[src/hw/rtl/rac_pkg.sv]
// rac_pkg: shared types and constants for the rotate-add checksum engine
// no dependencies; used by the interfaces, rac_fold and the top level
package rac_pkg;

  typedef enum logic [1:0] {
    MODE_BOOT  = 2'd0,
    MODE_SET   = 2'd1,
    MODE_PLAIN = 2'd2,
    MODE_ALT   = 2'd3
  } mode_t;

  localparam int unsigned BYTE_W     = 8;
  localparam int unsigned SUM_W      = 32;
  localparam int unsigned HALF_W     = 16;
  localparam int unsigned SET_LEN_W  = 14;
  localparam int unsigned ENTRY_SH   = 5;

  // boot region bytes left out of the sum
  localparam int unsigned BOOT_SKIP_A = 106;
  localparam int unsigned BOOT_SKIP_B = 107;
  localparam int unsigned BOOT_SKIP_C = 112;
  // entry set header bytes
  localparam int unsigned SET_LEN_POS = 1;
  localparam int unsigned SET_SKIP_A  = 2;
  localparam int unsigned SET_SKIP_B  = 3;

  typedef struct packed {
    logic [BYTE_W-1:0] data_byte;
    logic              first_byte;
    logic              last_byte;
  } beat_t;

  typedef struct packed {
    logic             emit;
    logic [SUM_W-1:0] checksum_value;
    logic             short_set;
  } fold_res_t;

endpackage

[src/hw/rtl/rac_in_if.sv]
// rac_in_if: input byte channel, valid/ready with the beat payload
// depends on rac_pkg
interface rac_in_if;
  logic                      valid;
  logic                      ready;
  logic [rac_pkg::BYTE_W-1:0] data_byte;
  logic                      first_byte;
  logic                      last_byte;

  modport source (output valid, data_byte, first_byte, last_byte, input ready);
  modport sink   (input valid, data_byte, first_byte, last_byte, output ready);
endinterface

[src/hw/rtl/rac_out_if.sv]
// rac_out_if: result channel, valid/ready with the finished checksum
// depends on rac_pkg
interface rac_out_if;
  logic                      valid;
  logic                      ready;
  logic [rac_pkg::SUM_W-1:0] checksum_value;
  logic                      short_set;

  modport source (output valid, checksum_value, short_set, input ready);
  modport sink   (input valid, checksum_value, short_set, output ready);
endinterface

[src/hw/rtl/rac_fold.sv]
// rac_fold: message state and the rotate-add step for one registered beat
// depends on rac_pkg
module rac_fold #(
  parameter int unsigned POSITION_BITS = 16
) (
  input  logic              clk,
  input  logic              rst_n,
  input  rac_pkg::mode_t    mode,
  input  rac_pkg::beat_t    beat,
  input  logic              beat_valid,
  input  logic              advance,
  output rac_pkg::fold_res_t res
);

  logic [rac_pkg::SUM_W-1:0]     sum_r,  sum_nxt;
  logic [POSITION_BITS-1:0]      pos_r,  pos_nxt;
  logic [rac_pkg::SET_LEN_W-1:0] slen_r, slen_nxt;
  logic                          open_r, open_nxt;

  logic [rac_pkg::SUM_W-1:0]     sum_cur, rot32;
  logic [rac_pkg::HALF_W-1:0]    half, rot16, add16;
  logic [POSITION_BITS-1:0]      pos_cur;
  logic [POSITION_BITS:0]        pos_inc;
  logic [rac_pkg::SET_LEN_W-1:0] slen_cur;
  logic                          open_cur, set_done, boot_skip, set_skip;

  always_comb begin
    sum_cur  = beat.first_byte ? '0 : sum_r;
    pos_cur  = beat.first_byte ? '0 : pos_r;
    slen_cur = beat.first_byte ? '0 : slen_r;
    open_cur = beat.first_byte | open_r;

    rot32 = {sum_cur[0], sum_cur[rac_pkg::SUM_W-1:1]};
    half  = sum_cur[rac_pkg::HALF_W-1:0];
    rot16 = {half[0], half[rac_pkg::HALF_W-1:1]};
    add16 = rot16 + rac_pkg::HALF_W'(beat.data_byte);
    pos_inc = {1'b0, pos_cur} + (POSITION_BITS+1)'(1);

    boot_skip = (pos_cur == POSITION_BITS'(rac_pkg::BOOT_SKIP_A)) ||
                (pos_cur == POSITION_BITS'(rac_pkg::BOOT_SKIP_B)) ||
                (pos_cur == POSITION_BITS'(rac_pkg::BOOT_SKIP_C));
    set_skip  = (pos_cur == POSITION_BITS'(rac_pkg::SET_SKIP_A)) ||
                (pos_cur == POSITION_BITS'(rac_pkg::SET_SKIP_B));

    sum_nxt  = sum_cur;
    slen_nxt = slen_cur;
    open_nxt = open_cur;
    // position saturates at all ones
    pos_nxt  = (&pos_cur) ? pos_cur : pos_inc[POSITION_BITS-1:0];
    set_done = 1'b0;

    res.emit           = 1'b0;
    res.checksum_value = '0;
    res.short_set      = 1'b0;

    case (mode)
      rac_pkg::MODE_SET: begin
        if (pos_cur == POSITION_BITS'(rac_pkg::SET_LEN_POS)) begin
          // (1 + entry count) * 32 bytes
          slen_nxt = {(9'(beat.data_byte) + 9'd1), {rac_pkg::ENTRY_SH{1'b0}}};
        end
        if (set_skip) begin
          sum_nxt = {{(rac_pkg::SUM_W-rac_pkg::HALF_W){1'b0}}, half};
        end else begin
          sum_nxt = {{(rac_pkg::SUM_W-rac_pkg::HALF_W){1'b0}}, add16};
        end
        set_done = (slen_nxt != '0) &&
                   (pos_inc >= (POSITION_BITS+1)'(slen_nxt));
        res.emit           = set_done | beat.last_byte;
        res.checksum_value = sum_nxt;
        res.short_set      = ~set_done;
      end
      rac_pkg::MODE_BOOT: begin
        if (!boot_skip) begin
          sum_nxt = rot32 + rac_pkg::SUM_W'(beat.data_byte);
        end
        res.emit           = beat.last_byte;
        res.checksum_value = sum_nxt;
      end
      default: begin
        sum_nxt            = rot32 + rac_pkg::SUM_W'(beat.data_byte);
        res.emit           = beat.last_byte;
        res.checksum_value = sum_nxt;
      end
    endcase

    // a stray beat with no open message changes nothing
    if (!open_cur || !beat_valid) begin
      res.emit = 1'b0;
      sum_nxt  = sum_r;
      pos_nxt  = pos_r;
      slen_nxt = slen_r;
      open_nxt = open_r;
    end else if (res.emit) begin
      open_nxt = 1'b0;
    end
  end

  always_ff @(posedge clk) begin
    if (!rst_n) begin
      sum_r  <= '0;
      pos_r  <= '0;
      slen_r <= '0;
      open_r <= 1'b0;
    end else if (advance) begin
      sum_r  <= sum_nxt;
      pos_r  <= pos_nxt;
      slen_r <= slen_nxt;
      open_r <= open_nxt;
    end
  end

endmodule

[src/hw/rtl/rotate_add_checksum_engine_core.sv]
// rotate_add_checksum_engine_core: top level, input register, fold and result register
// depends on rac_pkg, rac_in_if, rac_out_if and rac_fold
//
// Folds a byte stream into a rotate-right-by-one-then-add checksum. One byte
// beat is taken every clock cycle, unless a message end waits on a full result
// register; the result of a message passes the input register, then the result
// register. The rate is set by the rotate-add on the running sum, which is
// updated once per beat. Modes (cfg_wdata): 0 boot region, 32-bit, bytes 106,
// 107 and 112 skipped; 1 entry set, 16-bit, bytes 2 and 3 skipped, length taken
// from byte 1, short_set flags a set cut off by last_byte; 2 or 3 plain 32-bit.
// A beat with first_byte restarts the sum; beats outside a message are
// dropped. Write the mode only while the engine is idle.
module rotate_add_checksum_engine_core #(
  parameter int unsigned POSITION_BITS = 16
) (
  input  logic        clk,
  input  logic        rst_n,
  input  logic        cfg_we,
  input  logic [1:0]  cfg_wdata,
  rac_in_if.sink      in_chan,
  rac_out_if.source   out_chan
);

  rac_pkg::mode_t     mode_r;
  rac_pkg::beat_t     beat_r;
  logic               beat_valid_r;
  rac_pkg::fold_res_t res;
  logic               out_free, fold_adv;
  logic               out_valid_r;
  logic [rac_pkg::SUM_W-1:0] out_sum_r;
  logic               out_short_r;

  always_ff @(posedge clk) begin
    if (!rst_n) begin
      mode_r <= rac_pkg::MODE_BOOT;
    end else if (cfg_we) begin
      mode_r <= rac_pkg::mode_t'(cfg_wdata);
    end
  end

  assign out_free     = ~out_valid_r | out_chan.ready;
  assign fold_adv     = beat_valid_r & (~res.emit | out_free);
  assign in_chan.ready = ~beat_valid_r | fold_adv;

  // input register
  always_ff @(posedge clk) begin
    if (!rst_n) begin
      beat_valid_r <= 1'b0;
    end else if (in_chan.valid && in_chan.ready) begin
      beat_valid_r <= 1'b1;
    end else if (fold_adv) begin
      beat_valid_r <= 1'b0;
    end
  end

  always_ff @(posedge clk) begin
    if (in_chan.valid && in_chan.ready) begin
      beat_r.data_byte  <= in_chan.data_byte;
      beat_r.first_byte <= in_chan.first_byte;
      beat_r.last_byte  <= in_chan.last_byte;
    end
  end

  rac_fold #(
    .POSITION_BITS (POSITION_BITS)
  ) u_fold (
    .clk        (clk),
    .rst_n      (rst_n),
    .mode       (mode_r),
    .beat       (beat_r),
    .beat_valid (beat_valid_r),
    .advance    (fold_adv),
    .res        (res)
  );

  // result register
  always_ff @(posedge clk) begin
    if (!rst_n) begin
      out_valid_r <= 1'b0;
    end else if (fold_adv && res.emit) begin
      out_valid_r <= 1'b1;
    end else if (out_chan.ready) begin
      out_valid_r <= 1'b0;
    end
  end

  always_ff @(posedge clk) begin
    if (fold_adv && res.emit) begin
      out_sum_r   <= res.checksum_value;
      out_short_r <= res.short_set;
    end
  end

  assign out_chan.valid          = out_valid_r;
  assign out_chan.checksum_value = out_sum_r;
  assign out_chan.short_set      = out_short_r;

endmodule
[src/flat_wrapper.sv]
// flat-port wrapper written by rule: the top's interface ports become plain ports
module rotate_add_checksum_engine_core_flat 
#(
  parameter int unsigned POSITION_BITS = 16
)
  (clk, rst_n, cfg_we, cfg_wdata, in_chan_valid, in_chan_data_byte, in_chan_first_byte, in_chan_last_byte, in_chan_ready, out_chan_valid, out_chan_checksum_value, out_chan_short_set, out_chan_ready);
  rac_in_if in_chan_i ();
  rac_out_if out_chan_i ();
  input  logic clk;
  input  logic rst_n;
  input  logic cfg_we;
  input  logic [1:0] cfg_wdata;
  input wire logic [$bits(in_chan_i.valid)-1:0] in_chan_valid;
  input wire logic [$bits(in_chan_i.data_byte)-1:0] in_chan_data_byte;
  input wire logic [$bits(in_chan_i.first_byte)-1:0] in_chan_first_byte;
  input wire logic [$bits(in_chan_i.last_byte)-1:0] in_chan_last_byte;
  output wire logic [$bits(in_chan_i.ready)-1:0] in_chan_ready;
  output wire logic [$bits(out_chan_i.valid)-1:0] out_chan_valid;
  output wire logic [$bits(out_chan_i.checksum_value)-1:0] out_chan_checksum_value;
  output wire logic [$bits(out_chan_i.short_set)-1:0] out_chan_short_set;
  input wire logic [$bits(out_chan_i.ready)-1:0] out_chan_ready;
  assign in_chan_i.valid = in_chan_valid;
  assign in_chan_i.data_byte = in_chan_data_byte;
  assign in_chan_i.first_byte = in_chan_first_byte;
  assign in_chan_i.last_byte = in_chan_last_byte;
  assign in_chan_ready = in_chan_i.ready;
  assign out_chan_valid = out_chan_i.valid;
  assign out_chan_checksum_value = out_chan_i.checksum_value;
  assign out_chan_short_set = out_chan_i.short_set;
  assign out_chan_i.ready = out_chan_ready;
  rotate_add_checksum_engine_core #(.POSITION_BITS(POSITION_BITS)) u_core (.clk(clk), .rst_n(rst_n), .cfg_we(cfg_we), .cfg_wdata(cfg_wdata), .in_chan(in_chan_i), .out_chan(out_chan_i));
endmodule
[config.mk]
export PLATFORM = sky130hd
export DESIGN_NAME = rotate_add_checksum_engine_core_flat
export DESIGN_NICKNAME = d
export VERILOG_FILES = /design/src/hw/rtl/rac_pkg.sv /design/src/hw/rtl/rac_in_if.sv /design/src/hw/rtl/rac_out_if.sv /design/src/hw/rtl/rac_fold.sv /design/src/hw/rtl/rotate_add_checksum_engine_core.sv /design/src/flat_wrapper.sv
export SDC_FILE = /design/constraint.sdc
export NUM_CORES = 1
export LEC_CHECK = 0
export ABC_AREA = 1
export ABC_CLOCK_PERIOD_IN_PS = 4600
export BUFFER_PORTS_ARGS = -buffer_cell sky130_fd_sc_hd__buf_2
export CAP_MARGIN = 20
export CORE_MARGIN = 5
export CORE_UTILIZATION = 30
export DETAILED_ROUTE_END_ITERATION = 10
export HOLD_SLACK_MARGIN = 0.06
export PLACE_DENSITY = 0.44
export SYNTH_ARGS = -nofsm -noshare
export SYNTH_HDL_FRONTEND = slang
export SYNTH_SLANG_ARGS = --single-unit
[constraint.sdc]
create_clock -name clk -period 4.6 [get_ports clk]
set_input_delay 0.92 -clock clk [delete_from_list [all_inputs] [get_ports clk]]
set_output_delay 0.92 -clock clk [all_outputs]
set_load 0.005 [all_outputs]
Word-level counts from Yosys, hierarchy flattened
Cells that the tools add are included.
- shift-type cells: 0
- magnitude comparators: 1
- div/mod/pow operators: 0
- multiplexer cells: 17
- multiply operators: 0
- $add $sub $neg: 4
- equal/unequal tests: 7
- reductions and logical operators: 15
- bitwise gates (word level): 11
- operators by type and width (cell ; number):
    one-hot mux 33 bit (2 select lines) ; 1
    2-to-1 mux 32 bit ; 2
    one-hot mux 32 bit (2 select lines) ; 1
    2-to-1 mux 14 bit ; 4
    equality test 16 x 7 -> 1 bit, second input constant ; 3
    2-to-1 mux 16 bit ; 3
    adder 32 x 8 -> 32 bit ; 1
    equality test 16 x 2 -> 1 bit, second input constant ; 2
    adder 16 x 1 -> 17 bit, second input constant ; 1
    greater-or-equal comparator 17 x 14 -> 1 bit ; 1
    adder 16 x 8 -> 16 bit ; 1
    equality test 16 x 1 -> 1 bit, second input constant ; 1
    AND reduction 16 bit ; 1
    nonzero test 14 bit ; 1
    adder 8 x 1 -> 9 bit, second input constant ; 1
    2-to-1 mux 1 bit ; 6
    inverter 1 bit ; 5
    OR 1 bit ; 5
    logical OR 1 bit ; 4
    nonzero test 2 bit ; 2
    logical AND 1 bit ; 3
    equality test 2 x 1 -> 1 bit, second input constant ; 1
    logical NOT 1 bit ; 2
    logical NOT 2 bit ; 1
    2 further kinds ; 2
- output and inout port bits: 35
- memory bits (writable): 0
- memory bits (read-only): 0
- bits in latches: 0
- input port bits: 17
- flip-flop bits (word level): 110
- memories kept: 0
- logic and storage cells: 67

Logic depth before layout (Yosys ltp)
Gate-level depths: netlist of the first run.
- word-level depth: 15
- mapped depth: 29
- gate-level depth less buffers: 26

By module
From an unflattened synthesis of the first run, not the netlist that was laid out.
- cells, all modules: 1030
- area total of the unflattened synthesis: 7091.8 um^2
- modules (own cells, without submodules) (module ; instances ; area an instance (um^2) ; cells each):
    rac_fold ; 1 ; 5610.4 ; 959
    rotate_add_checksum_engine_core ; 1 ; 1481.4 ; 71

Worst setup path before layout of the first run
Ideal clock, no wire load.
- path type: reg-to-reg
- start: reg u_core.beat_r[1] in the netlist's numbering
- end: reg u_core.out_sum_r, in the netlist u_core.out_chan.checksum_value[0] (enable)
- arrival: 4.369 ns
- data required time: 4.175 ns
- path slack: -0.193 ns
- stages on the path, launching flop included: 25
- setup time: 0.425 ns
- cell sequence: edfxtp_1 -> buf_4 -> inv_2 -> buf_6 -> buf_4 -> nand2_1 -> inv_1 -> nand4_1 -> nor2_1 -> inv_1 -> nor3_1 -> xnor2_1 -> ha_1 -> nand2_1 -> nor2_1 -> nand2_1 -> nor3b_1 -> nand3_1 -> nand2_1 -> nand2_1 -> nand2_1 -> nand3_1 -> nand2_2 -> nand2_1 -> nor2_1
- word-level cells in the longest chain between the ends: 13
- elaborated cells between the ends (all ways): 19
- those cells by class: add/sub (1); order compare (1); eq/ne (1); mux (6); bitwise (5); reduce/logical (5)
- ends and longest elaborated chain (element ; line ; RTL):
    start: declaration ; rotate_add_checksum_engine_core.sv:25 ; rac_pkg::beat_t beat_r;
    branches (longest 8 deep; another with adder 16 x 1 -> 17 bit) ; - ;
    2-to-1 mux 1 bit * ; rac_fold.sv:88 ; if (!open_cur || !beat_valid) begin
    inverter 1 bit ; rotate_add_checksum_engine_core.sv:42 ; assign fold_adv = beat_valid_r & (~res.emit | out_free);
    OR 1 bit ; rotate_add_checksum_engine_core.sv:42 ;
    AND 1 bit ; rotate_add_checksum_engine_core.sv:42 ;
    logical AND 1 bit * ; rotate_add_checksum_engine_core.sv:88 ; if (fold_adv && res.emit) begin
    end signal: assignment ; rotate_add_checksum_engine_core.sv:89 ; out_sum_r <= res.checksum_value;
    end: declaration ; rotate_add_checksum_engine_core.sv:30 ; logic [rac_pkg::SUM_W-1:0] out_sum_r;
Mark *: on every way between the ends. The select of a mux whose other input is x is not followed.
A chain may end at the register's enable or synchronous reset.

Worst setup path in the final report of the first run
- start: reg u_core.beat_r[1] in the netlist's numbering
- end: out in_chan_ready
- word-level cells in the longest chain between the ends: 13
- elaborated cells between the ends (all ways): 19
- those cells by class: add/sub (1); order compare (1); eq/ne (1); mux (6); bitwise (6); reduce/logical (4)
- ends and longest elaborated chain (element ; line ; RTL):
    branches (longest 8 deep; another with adder 16 x 1 -> 17 bit) ; - ;
    2-to-1 mux 1 bit * ; rac_fold.sv:88 ;
    inverter 1 bit * ; rotate_add_checksum_engine_core.sv:42 ;
    OR 1 bit * ; rotate_add_checksum_engine_core.sv:42 ;
    AND 1 bit * ; rotate_add_checksum_engine_core.sv:42 ;
    OR 1 bit * ; rotate_add_checksum_engine_core.sv:43 ; assign in_chan.ready = ~beat_valid_r | fold_adv;
    end: declaration ; flat_wrapper.sv:17 ; output wire logic [$bits(in_chan_i.ready)-1:0] in_chan_ready;
Marks and branches as above.

==> results.py, run 1 <==
metrics = {
    "setup_path": {
        "reg2regPathDepth": 26,
        "crit_type": "reg2out",
        "crit_arrival_ns": 3.52,
        "cp_max_fo": 5,
        "cp.required_ns": 3.68,
        "critical_path_launch_point_type": "flip-flop",
        "timing.critical_path.to_type": "output pin",
    },
    "global_routing": {
        "first_global_vias": 6063,
        "first_pass_grt_wire_length_um": 31100,
        "track_usage_pct": 14.6,
        "antenna_found_initial": 0,
        "grt_overflow": 0,
        "grt_max_degree": 49,
    },
    "route": {
        "drt-total-wl_um": 19200,
        "detailed_route_wire_length_per_cell_um": 13.6,
        "drt-initial-drc-count": 345,
        "antenna_violating_nets_post_route": 0,
        "via_per_inst": 4.52,
        "count_of_vias_placed_by_the_detailed_router": 6381,
        "dr.pass1.iters": 5,
        "post_route_drc": 0,
    },
    "pwr": {
        "power_density_nw_per_um2": 272,
        "leakage_power_nw": 3.76,
        "power.ir.vdd_worst_uv": 148,
        "report.power.total_w": 0.00223,
    },
    "die": {
        "dieWidth_um": 162,
        "floorplan.io_pins": 52,
        "fp.dieH_um": 162,
        "fp.coreArea_um2": 22700,
        "dieArea_um2": 26300,
        "floorplan_row_count": 55,
        "start_util_pct": 30.6,
    },
    "sta": {
        "hold-worst-slack_ns": 0.441,
        "fin_tns_setup_ns": 0,
        "worst_slew_margin_rel_pct": 42.5,
        "timing_max_transition_violations_final": 0,
        "worstMarginPinSlew_ns": 0.856,
        "highest_attainable_clock_frequency_ghz": 0.225,
        "setup_viol_count_final": 0,
        "finalCritPeriodShare_pct": 96.6,
        "clock_skew_ns": 0.00851,
        "timing.final.hold_violations": 0,
        "final.min_clock_period_ns": 4.44,
    },
    "clock_tree": {
        "sink_count_of_the_clock_tree": 110,
        "cts_hold_buf": 0,
        "clock_tree_root": "clkbuf_16",
        "tritoncts": "done",
        "tritoncts.num_buffers": 9,
        "clockBufferDepth": 2,
        "cts_htree_levels": 3,
        "clkLatencyLatePin_ns": 0.36,
        "clk_pin_slew_worst_paths_ns": 0.08,
    },
    "cells_and_area": {
        "final_layout_size_suffix_gt1_share_pct": 14.6,
        "multi_input_comb_area_um2": 3750,
        "fillers": 2484,
        "antenna-diode-count": 0,
        "fin_util_pct": 36.0,
        "syn_to_final_growth_pct": 17.8,
        "nNetsFinal": 1162,
        "regArea_um2": 2630,
    },
    "place": {
        "gp_routability_congestion": 0.831,
        "port_buffers": 51,
        "hpwl_um": 13900,
    },
    "job": {
        "maxCapViolations": 0,
    },
    "synthesis": {
        "synth.cells.most_frequent": "nand2_1, nor2_1, inv_1",
        "post_synth_fa_ha_maj_area_fraction_pct": 4.43,
        "syn-mean-instance-area_um2": 6.61,
        "synth-simple-area-share_pct": 35.9,
        "postSynth.asyncResetShare_pct": 0,
        "synth_compound_gate_area_share_pct": 8.19,
        "yosys.area_share.xor_xnor_pct": 2.77,
        "netlist_area_um2": 6950,
        "fraction_of_the_yosys_area_taken_by_sequential_cells_pct": 37.9,
        "synth_area_leader_cell": "dfxtp_1",
        "synth.net_count": 1092,
        "synth_edf_count": 43,
        "synthTopCellsByArea": "dfxtp_1, edfxtp_1, nand2_1, nor2_1, inv_1",
        "syn-instance-count": 1051,
        "yosys.cell_types.count": 43,
        "synth.ff_latch_count": 110,
        "synth_top_area_share_pct": 19.3,
        "main_combinational_cell_family_by_area_after_synthesis": "simple AND/OR/NAND/NOR gates",
        "synth_flop_cell": "dfxtp_1",
        "synthMuxAreaShare_pct": 0,
        "ys.warnings.count": 0,
    },
    "hold_path": {
        "whs_path_depth": 2,
        "min_path_type": "reg2reg",
    },
    "status": {
        "run_status": "complete, no violations",
    },
}
[state kept, by name, summed over array words and instances, names as in the netlist]
name / count
u_core.mode_r: 2
u_core.out_chan.valid: 1
u_core.u_fold.open_r: 1
u_core.out_chan.short_set: 1
u_core.u_fold.sum_r: 32
u_core.u_fold.pos_r: 16
u_core.u_fold.slen_r: 14
u_core.beat_valid_r: 1
u_core.out_chan.checksum_value: 32
u_core.beat_r: 10
[metal layers]
metal | GRT usage [%] | wire length [um] | share of wire [%] | up-vias
li1 | - | - | - | 3413
met1 | 19.7 | 9430 | 49 | 2845
met2 | 24.4 | 8870 | 46 | 102
met3 | 2.03 | 574 | 3.0 | 21
met4 | 4.15 | 317 | 1.7 | 0
met5 | 0 | 0 | 0 | -
[through the flow]
| step | cells | setup slack (ns) | instance area [um^2] |
|---|---|---|---|
| finish | 1411 | 0.156 | 8190 |
| global route | 1411 | -0.0498 | 8190 |
| CTS | 1400 | 0.00612 | 7920 |
| detailed placement | 1373 | 0.0491 | 7530 |
| global placement | 1373 | 0.157 | 7530 |
| floorplan | 1051 | 0.367 | 6950 |
[layout make-up]
type	instances	share of cell area [%]
Sequential cell	110	32.2
Timing Repair inverter	1	0.0917
Clock buffer	9	2.75
Multi-Input combinational cell	760	45.8
Tap cell	285	4.36
Timing Repair Buffer	92	7.49
Inverter	147	6.77
Clock inverter	7	0.565
[timing repair]
action                                  in CTS  in global routing
gates cloned                                 1                  0
resized for setup                           10                 39
endpoints found under the setup margin       1                  1
setup buffers                               10                 11
pin swaps                                    4                 16
[cell families after synthesis]
| logic type | count (synthesis) |
|---|---|
| compound gates | 102 |
| buf+inv | 181 |
| simple gates | 612 |
| fa+ha+maj | 24 |
| xor+xnor | 22 |
| flops | 110 |
[placed cells by master, fill, tap and decap left out, types with 5 or more instances in the layout]
master | netlist | layout
or2_2 | 6 | 6
nand2_1 | 258 | 250
buf_4 | 7 | 35
inv_1 | 146 | 143
o21ai_0 | 33 | 33
a21oi_1 | 30 | 30
nand3b_1 | 5 | 5
nor2_1 | 258 | 246
xor2_1 | 17 | 15
buf_2 | 11 | 50
nor2_4 | 1 | 7
ha_1 | 23 | 21
nand2_2 | 2 | 9
clkbuf_16 | 0 | 9
nand4_1 | 10 | 10
nor2_2 | 4 | 10
a31oi_1 | 7 | 7
edfxtp_1 | 43 | 43
dfxtp_1 | 67 | 67
nand3_1 | 50 | 46
nor3_1 | 7 | 6
o21ai_1 | 16 | 16
[final timing paths]
kind                                               from                       to  slack [ns]
worst max-delay path                   u_core.beat_r[1]            in_chan_ready        0.16
worst min-delay path            u_core.u_fold.slen_r[2]  u_core.u_fold.slen_r[2]        0.44
worst max register to register         u_core.beat_r[1]    u_core.out_chan.valid        0.68
worst min register to register  u_core.u_fold.slen_r[2]  u_core.u_fold.slen_r[2]        0.44
[worst max-delay path, cell delays in order (launching register included)]
cell	delay, ns
edfxtp_1	0.50
inv_4	0.13
buf_4	0.12
nand3_1	0.10
nor2_4	0.14
nand2_2	0.08
nor2_2	0.12
inv_2	0.07
nor3_4	0.26
xnor2_2	0.15
ha_4	0.29
nand2_1	0.07
nor2_2	0.13
nand2_1	0.08
nor3b_2	0.15
nand3_1	0.09
nand2_1	0.07
nand2_1	0.06
nand2_2	0.08
nand3_2	0.09
nand2_2	0.12
nand3_4	0.10
buf_6	0.17
[where the power goes]
group	internal (W)	switching, W	total [W]
Clock	0.000371	0.000401	0.000772
Combinational	0.000137	0.000232	0.000369
Sequential	0.00106	0.0000321	0.00109
Total	0.00157	0.000665	0.00223
Note: power is estimated with default switching activity, not from simulation.
==> inputs of run 2 (changes only) <==
Settings changed: CORE_UTILIZATION 30 to 45, PLACE_DENSITY 0.44 to 0.62.
==> run 2 against run 1 <==
Sequential power barely moved. Clock skew barely moved. Global-route usage rose by 4.2 points. Largest cell class unchanged. Power barely moved.
==> results.py, run 2 (same netlist as run 1, synthesis figures left out) <==
metrics = {
    "status": {
        "run_status": "complete, no violations",
    },
    "hold_path": {
        "min_path_type": "reg2reg",
        "hold_path.startpoint": "u_core.u_fold.slen_r[2]",
    },
    "sta": {
        "worst_slew_margin_rel_pct": 26.3,
        "finalCritPeriodShare_pct": 95.1,
        "worstMarginPinSlew_ns": 1.10,
        "timing.final.hold_violations": 0,
        "worst_slack_ns": 0.225,
        "final.min_clock_period_ns": 4.38,
        "setup_viol_count_final": 0,
        "highest_attainable_clock_frequency_ghz": 0.229,
        "clock_skew_ns": 0.00810,
        "timing_max_transition_violations_final": 0,
    },
    "setup_path": {
        "crit_top_cell": "nand2_1",
        "critical_path.cell_chain": "inv_4 > buf_6 > nand2_1 > inv_2 > nand4_1 > nor2_4 > inv_2 > nor3_4 > xnor2_2 > ha_1 > nand2_2 > nor2_4 > nand2_1 > nor3b_2 > nand3_1 > nand2_1 > nand2_1 > nand2_2 > nand3_2 > nand2_2 > nand3_4 > buf_6",
        "critical_path_launch_point_type": "flip-flop",
        "crit_arrival_ns": 3.46,
        "crit_type": "reg2out",
        "worstReg2RegStart": "u_core.beat_r[1]",
        "launch_point_of_the_worst_path": "u_core.beat_r[1]",
        "cp_slowest_stage_delay_ns": 0.48,
        "cp.required_ns": 3.68,
        "timing.critical_path.to_type": "output pin",
        "cp_max_fo": 8,
        "critical-path-slowest-cell": "edfxtp_1",
    },
    "clock_tree": {
        "cts_htree_levels": 3,
        "tritoncts.num_buffers": 9,
        "clkLatencyLatePin_ns": 0.36,
        "clock_tree_root": "clkbuf_16",
        "clk_pin_slew_worst_paths_ns": 0.07,
        "sink_count_of_the_clock_tree": 110,
        "tritoncts": "done",
        "clockBufferDepth": 2,
        "cts_hold_buf": 0,
    },
    "die": {
        "dieWidth_um": 134,
        "floorplan.io_pins": 52,
        "fp.dieH_um": 134,
        "fp.coreArea_um2": 15100,
        "floorplan_row_count": 45,
        "start_util_pct": 45.9,
        "dieArea_um2": 18000,
    },
    "route": {
        "drt-total-wl_um": 16700,
        "dr.pass1.iters": 5,
        "via_per_inst": 4.93,
        "count_of_vias_placed_by_the_detailed_router": 6406,
        "post_route_drc": 0,
        "drt-initial-drc-count": 468,
        "detailed_route_wire_length_per_cell_um": 12.9,
        "antenna_violating_nets_post_route": 0,
    },
    "cells_and_area": {
        "final_design_area_no_fill_um2": 7920,
        "final_layout_size_suffix_gt1_share_pct": 12.2,
        "final-instance-count-excl-fill": 1299,
        "most-common-layout-cells": "nand2_1, nor2_1, inv_1, dfxtp_1, buf_2",
        "syn_to_final_growth_pct": 14.0,
        "nNetsFinal": 1147,
        "antenna-diode-count": 0,
        "final_common_cell": "nand2_1",
    },
    "pwr": {
        "switching_power_w": 0.000609,
        "proportion_of_total_power_due_to_net_switching_pct": 27.3,
        "power_density_nw_per_um2": 282,
        "clkPwrFrac_pct": 35.6,
        "combPwrFrac_pct": 15.5,
        "power.ir.vdd_worst_uv": 192,
        "report.power.total_w": 0.00223,
        "leakage_power_nw": 3.68,
        "internal_power_w": 0.00162,
        "power_frac_seq_pct": 48.8,
    },
    "global_routing": {
        "track_usage_pct": 18.8,
        "grt_overflow": 0,
        "first_global_vias": 5747,
        "grt_max_degree": 67,
        "first_pass_grt_wire_length_um": 27600,
        "antenna_found_initial": 0,
    },
    "place": {
        "gp_routability_congestion": 0.920,
        "postPlaceCellArea_um2": 7350,
        "placed_cells_incl_taps": 1266,
        "port_buffers": 51,
        "hpwl_um": 12300,
        "pre_cts_slack_ns": 0.155,
    },
    "job": {
        "maxCapViolations": 0,
    },
}
run 2: changes by cell type in the layout (fill, tap and decap cells not counted), sizes merged:
| cell | delta |
|---|---|
| bufinv | +1 |
| buf | -14 |
| clkinv | -2 |
| clkbuf | +2 |
| inv | -2 |
run 2: cell type report:
type | instances | area, um^2
clock buffers | 11 | 243
clock inverters | 5 | 57.6
fillers | 1524 | 7230
inverters | 147 | 554
multi-input cells | 760 | 3690
flip-flops and latches | 110 | 2630
well taps | 188 | 235
repair buffers | 78 | 509
run 2: path summary, 6_finish.rpt:
check                            endpoint  slack, ns  depth (start not counted)
setup / recovery            in_chan_ready       0.22                         22
hold / removal    u_core.u_fold.slen_r[2]       0.43                          2
setup reg to reg   u_core.u_fold.sum_r[1]       0.63                         27
hold reg to reg   u_core.u_fold.slen_r[2]       0.43                          2
run 2: critical path: cells and delay by family (launching register included):
kind | cells | cell delay, ns
xor gates and xnor gates | 1 | 0.11
and+or+nand+nor | 15 | 1.62
adders and majority gates | 1 | 0.32
DFF | 1 | 0.48
buffers and inverters | 5 | 0.55
run 2: timing repair:
item                                    in CTS  in global routing
pin swaps                                    0                 18
resized for setup                            7                 27
setup buffers                                3                 14
endpoints found under the setup margin       1                  1
run 2: metrics by stage:
step / hold WS [ns] / TNS, ns / util (%)
floorplan: 0.416 / 0 / -
global placement: 0.421 / 0 / 48.5
detailed placement: 0.425 / 0 / 48.5
CTS: 0.435 / 0 / 50.8
global route: 0.466 / -0.0720 / 52.3
finish: 0.435 / 0 / 52.3
run 2: power by group through the flow:
stage	Combinational [W]	Sequential (W)	Clock, W
final	0.000346	0.00109	0.000795
after global routing	0.000398	0.00109	0.000856
after CTS	0.000323	0.00109	0.000817
after detailed placement	0.000318	0.00111	0
after global placement	0.000315	0.00111	0
after floorplan	0.000247	0.00110	0
run 2: routing by layer:
metal / GRT usage [%] / wire length [um]
met5: 0 / 0
met4: 4.30 / 265
met3: 3.83 / 576
met2: 31.5 / 7830
met1: 25.1 / 8060
==> inputs of run 3 (changes only) <==
Settings changed: CORE_MARGIN 5 to not set.
==> run 3 against run 2 <==
Maximum frequency fell by 1.5%. Cell area barely moved. Power fell by 0.13%. Clock power fell by 1%. Count of clock-buffer cells in the layout fell by 1. Sequential power barely moved. Core utilization barely moved. Critical path type unchanged. Largest cell class unchanged. Highest routed layer unchanged.
==> results.py, run 3 (same netlist as run 1, synthesis figures left out) <==
metrics = {
    "status": {
        "run_status": "complete, no violations",
    },
    "cells_and_area": {
        "syn_to_final_growth_pct": 14.0,
        "most-common-layout-cells": "nand2_1, nor2_1, inv_1, dfxtp_1, buf_2",
        "fillers": 1521,
        "antenna-diode-count": 0,
        "fin_util_pct": 52.3,
        "final_common_cell": "nand2_1",
        "nNetsFinal": 1150,
        "final_design_area_no_fill_um2": 7920,
        "final_layout_size_suffix_gt1_share_pct": 12.3,
    },
    "die": {
        "fp.dieH_um": 126,
        "floorplan.io_pins": 52,
        "fp.coreArea_um2": 15100,
        "dieArea_um2": 15900,
        "dieWidth_um": 126,
        "start_util_pct": 45.9,
        "floorplan_row_count": 45,
    },
    "route": {
        "count_of_vias_placed_by_the_detailed_router": 6447,
        "drt-initial-drc-count": 359,
        "post_route_drc": 0,
        "dr.pass1.iters": 5,
        "via_per_inst": 4.95,
        "drt-total-wl_um": 17100,
        "detailed_route_wire_length_per_cell_um": 13.1,
        "antenna_violating_nets_post_route": 0,
    },
    "clock_tree": {
        "clk_pin_slew_worst_paths_ns": 0.07,
        "clockBufferDepth": 2,
        "cts_hold_buf": 0,
        "sink_count_of_the_clock_tree": 110,
        "tritoncts.num_buffers": 9,
        "cts_htree_levels": 3,
        "clock_tree_root": "clkbuf_16",
        "tritoncts": "done",
        "clkLatencyLatePin_ns": 0.36,
    },
    "setup_path": {
        "reg2reg_setup_slack_ns": 0.65,
        "cp_max_fo": 7,
        "timing.critical_path.to_type": "output pin",
        "critical_path_launch_point_type": "flip-flop",
        "crit_arrival_ns": 3.52,
        "timing.critical_path.max_delay_family": "simple AND/OR/NAND/NOR gates",
        "crit_top_cell": "nand2_1",
        "cp.required_ns": 3.68,
        "critical-path-slowest-cell": "edfxtp_1",
        "cp_slowest_stage_delay_ns": 0.46,
        "crit_type": "reg2out",
        "critical_path.cell_chain": "inv_2 > buf_6 > nand2_1 > nor2_2 > nand2_2 > nor2_4 > buf_6 > nand3_1 > nand2_2 > inv_1 > ha_1 > nand2_1 > nor2_2 > nand2_1 > nor3b_2 > nand3_1 > nand2_1 > nand2_1 > nand2_1 > nand3_2 > nand2_2 > nand3_2 > buf_2",
        "critical_path.n_buffers_inverters": 5,
    },
    "sta": {
        "hold-worst-slack_ns": 0.441,
        "final.min_clock_period_ns": 4.44,
        "clock_skew_ns": 0.0109,
        "worstMarginPinSlew_ns": 0.987,
        "worst_slack_ns": 0.160,
        "timing_max_transition_violations_final": 0,
        "highest_attainable_clock_frequency_ghz": 0.225,
        "worst_slew_margin_rel_pct": 34.0,
        "timing.final.hold_violations": 0,
        "setup_viol_count_final": 0,
        "finalCritPeriodShare_pct": 96.5,
    },
    "pwr": {
        "internal_power_w": 0.00161,
        "proportion_of_total_power_due_to_net_switching_pct": 27.8,
        "power_density_nw_per_um2": 281,
        "switching_power_w": 0.000619,
        "clkPwrFrac_pct": 35.3,
        "power.ir.vdd_worst_uv": 179,
        "report.power.total_w": 0.00223,
        "power_frac_seq_pct": 48.9,
        "leakage_power_nw": 3.68,
        "combPwrFrac_pct": 15.9,
    },
    "place": {
        "hpwl_um": 12600,
        "postPlaceCellArea_um2": 7390,
        "port_buffers": 51,
        "gp_routability_congestion": 0.934,
        "pre_cts_slack_ns": 0.206,
    },
    "hold_path": {
        "min_path_type": "reg2reg",
    },
    "global_routing": {
        "global_route.peak_usage_layer": "met2",
        "first_pass_grt_wire_length_um": 28000,
        "grt_max_degree": 39,
        "globalRouteMet1Util_pct": 28.1,
        "antenna_found_initial": 0,
        "gr-usage-met3_pct": 2.55,
        "grt_overflow": 0,
        "track_usage_pct": 22.2,
        "first_global_vias": 5841,
        "grt_util_met2_pct": 37.6,
    },
    "job": {
        "maxCapViolations": 0,
    },
}
run 3: cell types whose count changed in the layout (fill, tap and decap cells not counted), sizes merged:
cell / previous run / this run
buf: 78 / 81
clkbuf: 11 / 10
clkinvlp: 1 / 3
inv: 148 / 147
run 3: worst paths after layout:
kind	startpoint	to	depth (start not counted)
hold reg to reg	u_core.u_fold.slen_r[2]	u_core.u_fold.slen_r[2]	2
hold / removal	u_core.u_fold.slen_r[2]	u_core.u_fold.slen_r[2]	2
setup / recovery	u_core.beat_r[1]	in_chan_ready	23
setup reg to reg	u_core.beat_r[1]	u_core.out_chan.checksum_value[29]	25
run 3: cell type report:
cell class	instances	area, um^2	share of cell area, %
clock buffers	10	229	2.89
inverters	147	552	6.97
repair buffers	81	533	6.73
flip-flops and latches	110	2630	33.2
multi-input cells	760	3680	46.4
clock inverters	6	62.6	0.790
well taps	188	235	2.97
run 3: power by group through the flow:
stage	clock, W	sequential, W	combinational, W
6_report	0.000786	0.00109	0.000353
5_1_grt	0.000833	0.00109	0.000402
4_1_cts	0.000797	0.00109	0.000329
3_5_place_dp	0	0.00111	0.000322
3_3_place_gp	0	0.00111	0.000319
2_1_floorplan	0	0.00110	0.000247
run 3: worst register-to-register path: stages, from the launching register on:
cell and delay [ns]:
edfxtp_1 0.46, inv_2 0.16, buf_6 0.13, nand2_1 0.07
nor2_2 0.12, nand2_2 0.08, nor2_4 0.24, buf_6 0.14
nand3_1 0.11, nand2_2 0.11, inv_1 0.05, ha_1 0.27
nand2_1 0.07, nor2_2 0.16, nand2_1 0.09, nor3b_2 0.16
nand3_1 0.09, nand2_1 0.06, nand2_1 0.04, nand2_1 0.09
nand3_2 0.12, nand2_2 0.11, buf_4 0.13, nand2_1 0.08
nor2_4 0.08, buf_4 0.37
run 3: what timing repair did:
item                                   CTS  global route
setup buffers                            4            11
endpoints found under the hold margin    0             0
gates resized for setup                  4            26
setup endpoints to repair                1             1
pin swaps                                2            14
run 3: through the flow:
step | cells | TNS, ns
after detailed placement | 1272 | 0
after global routing | 1302 | -0.0724
after floorplan | 1051 | 0
after global placement | 1272 | 0
final | 1302 | 0
after CTS | 1292 | 0
run 3: layer usage:
metal  vias up  part of all wire (%)  routed length (um)
met5         -                     0                   0
met4         0                   2.8                 473
met3        28                   3.5                 600
met2       149                    46                7890
met1      2874                    48                8150
li1       3396                     -                   -
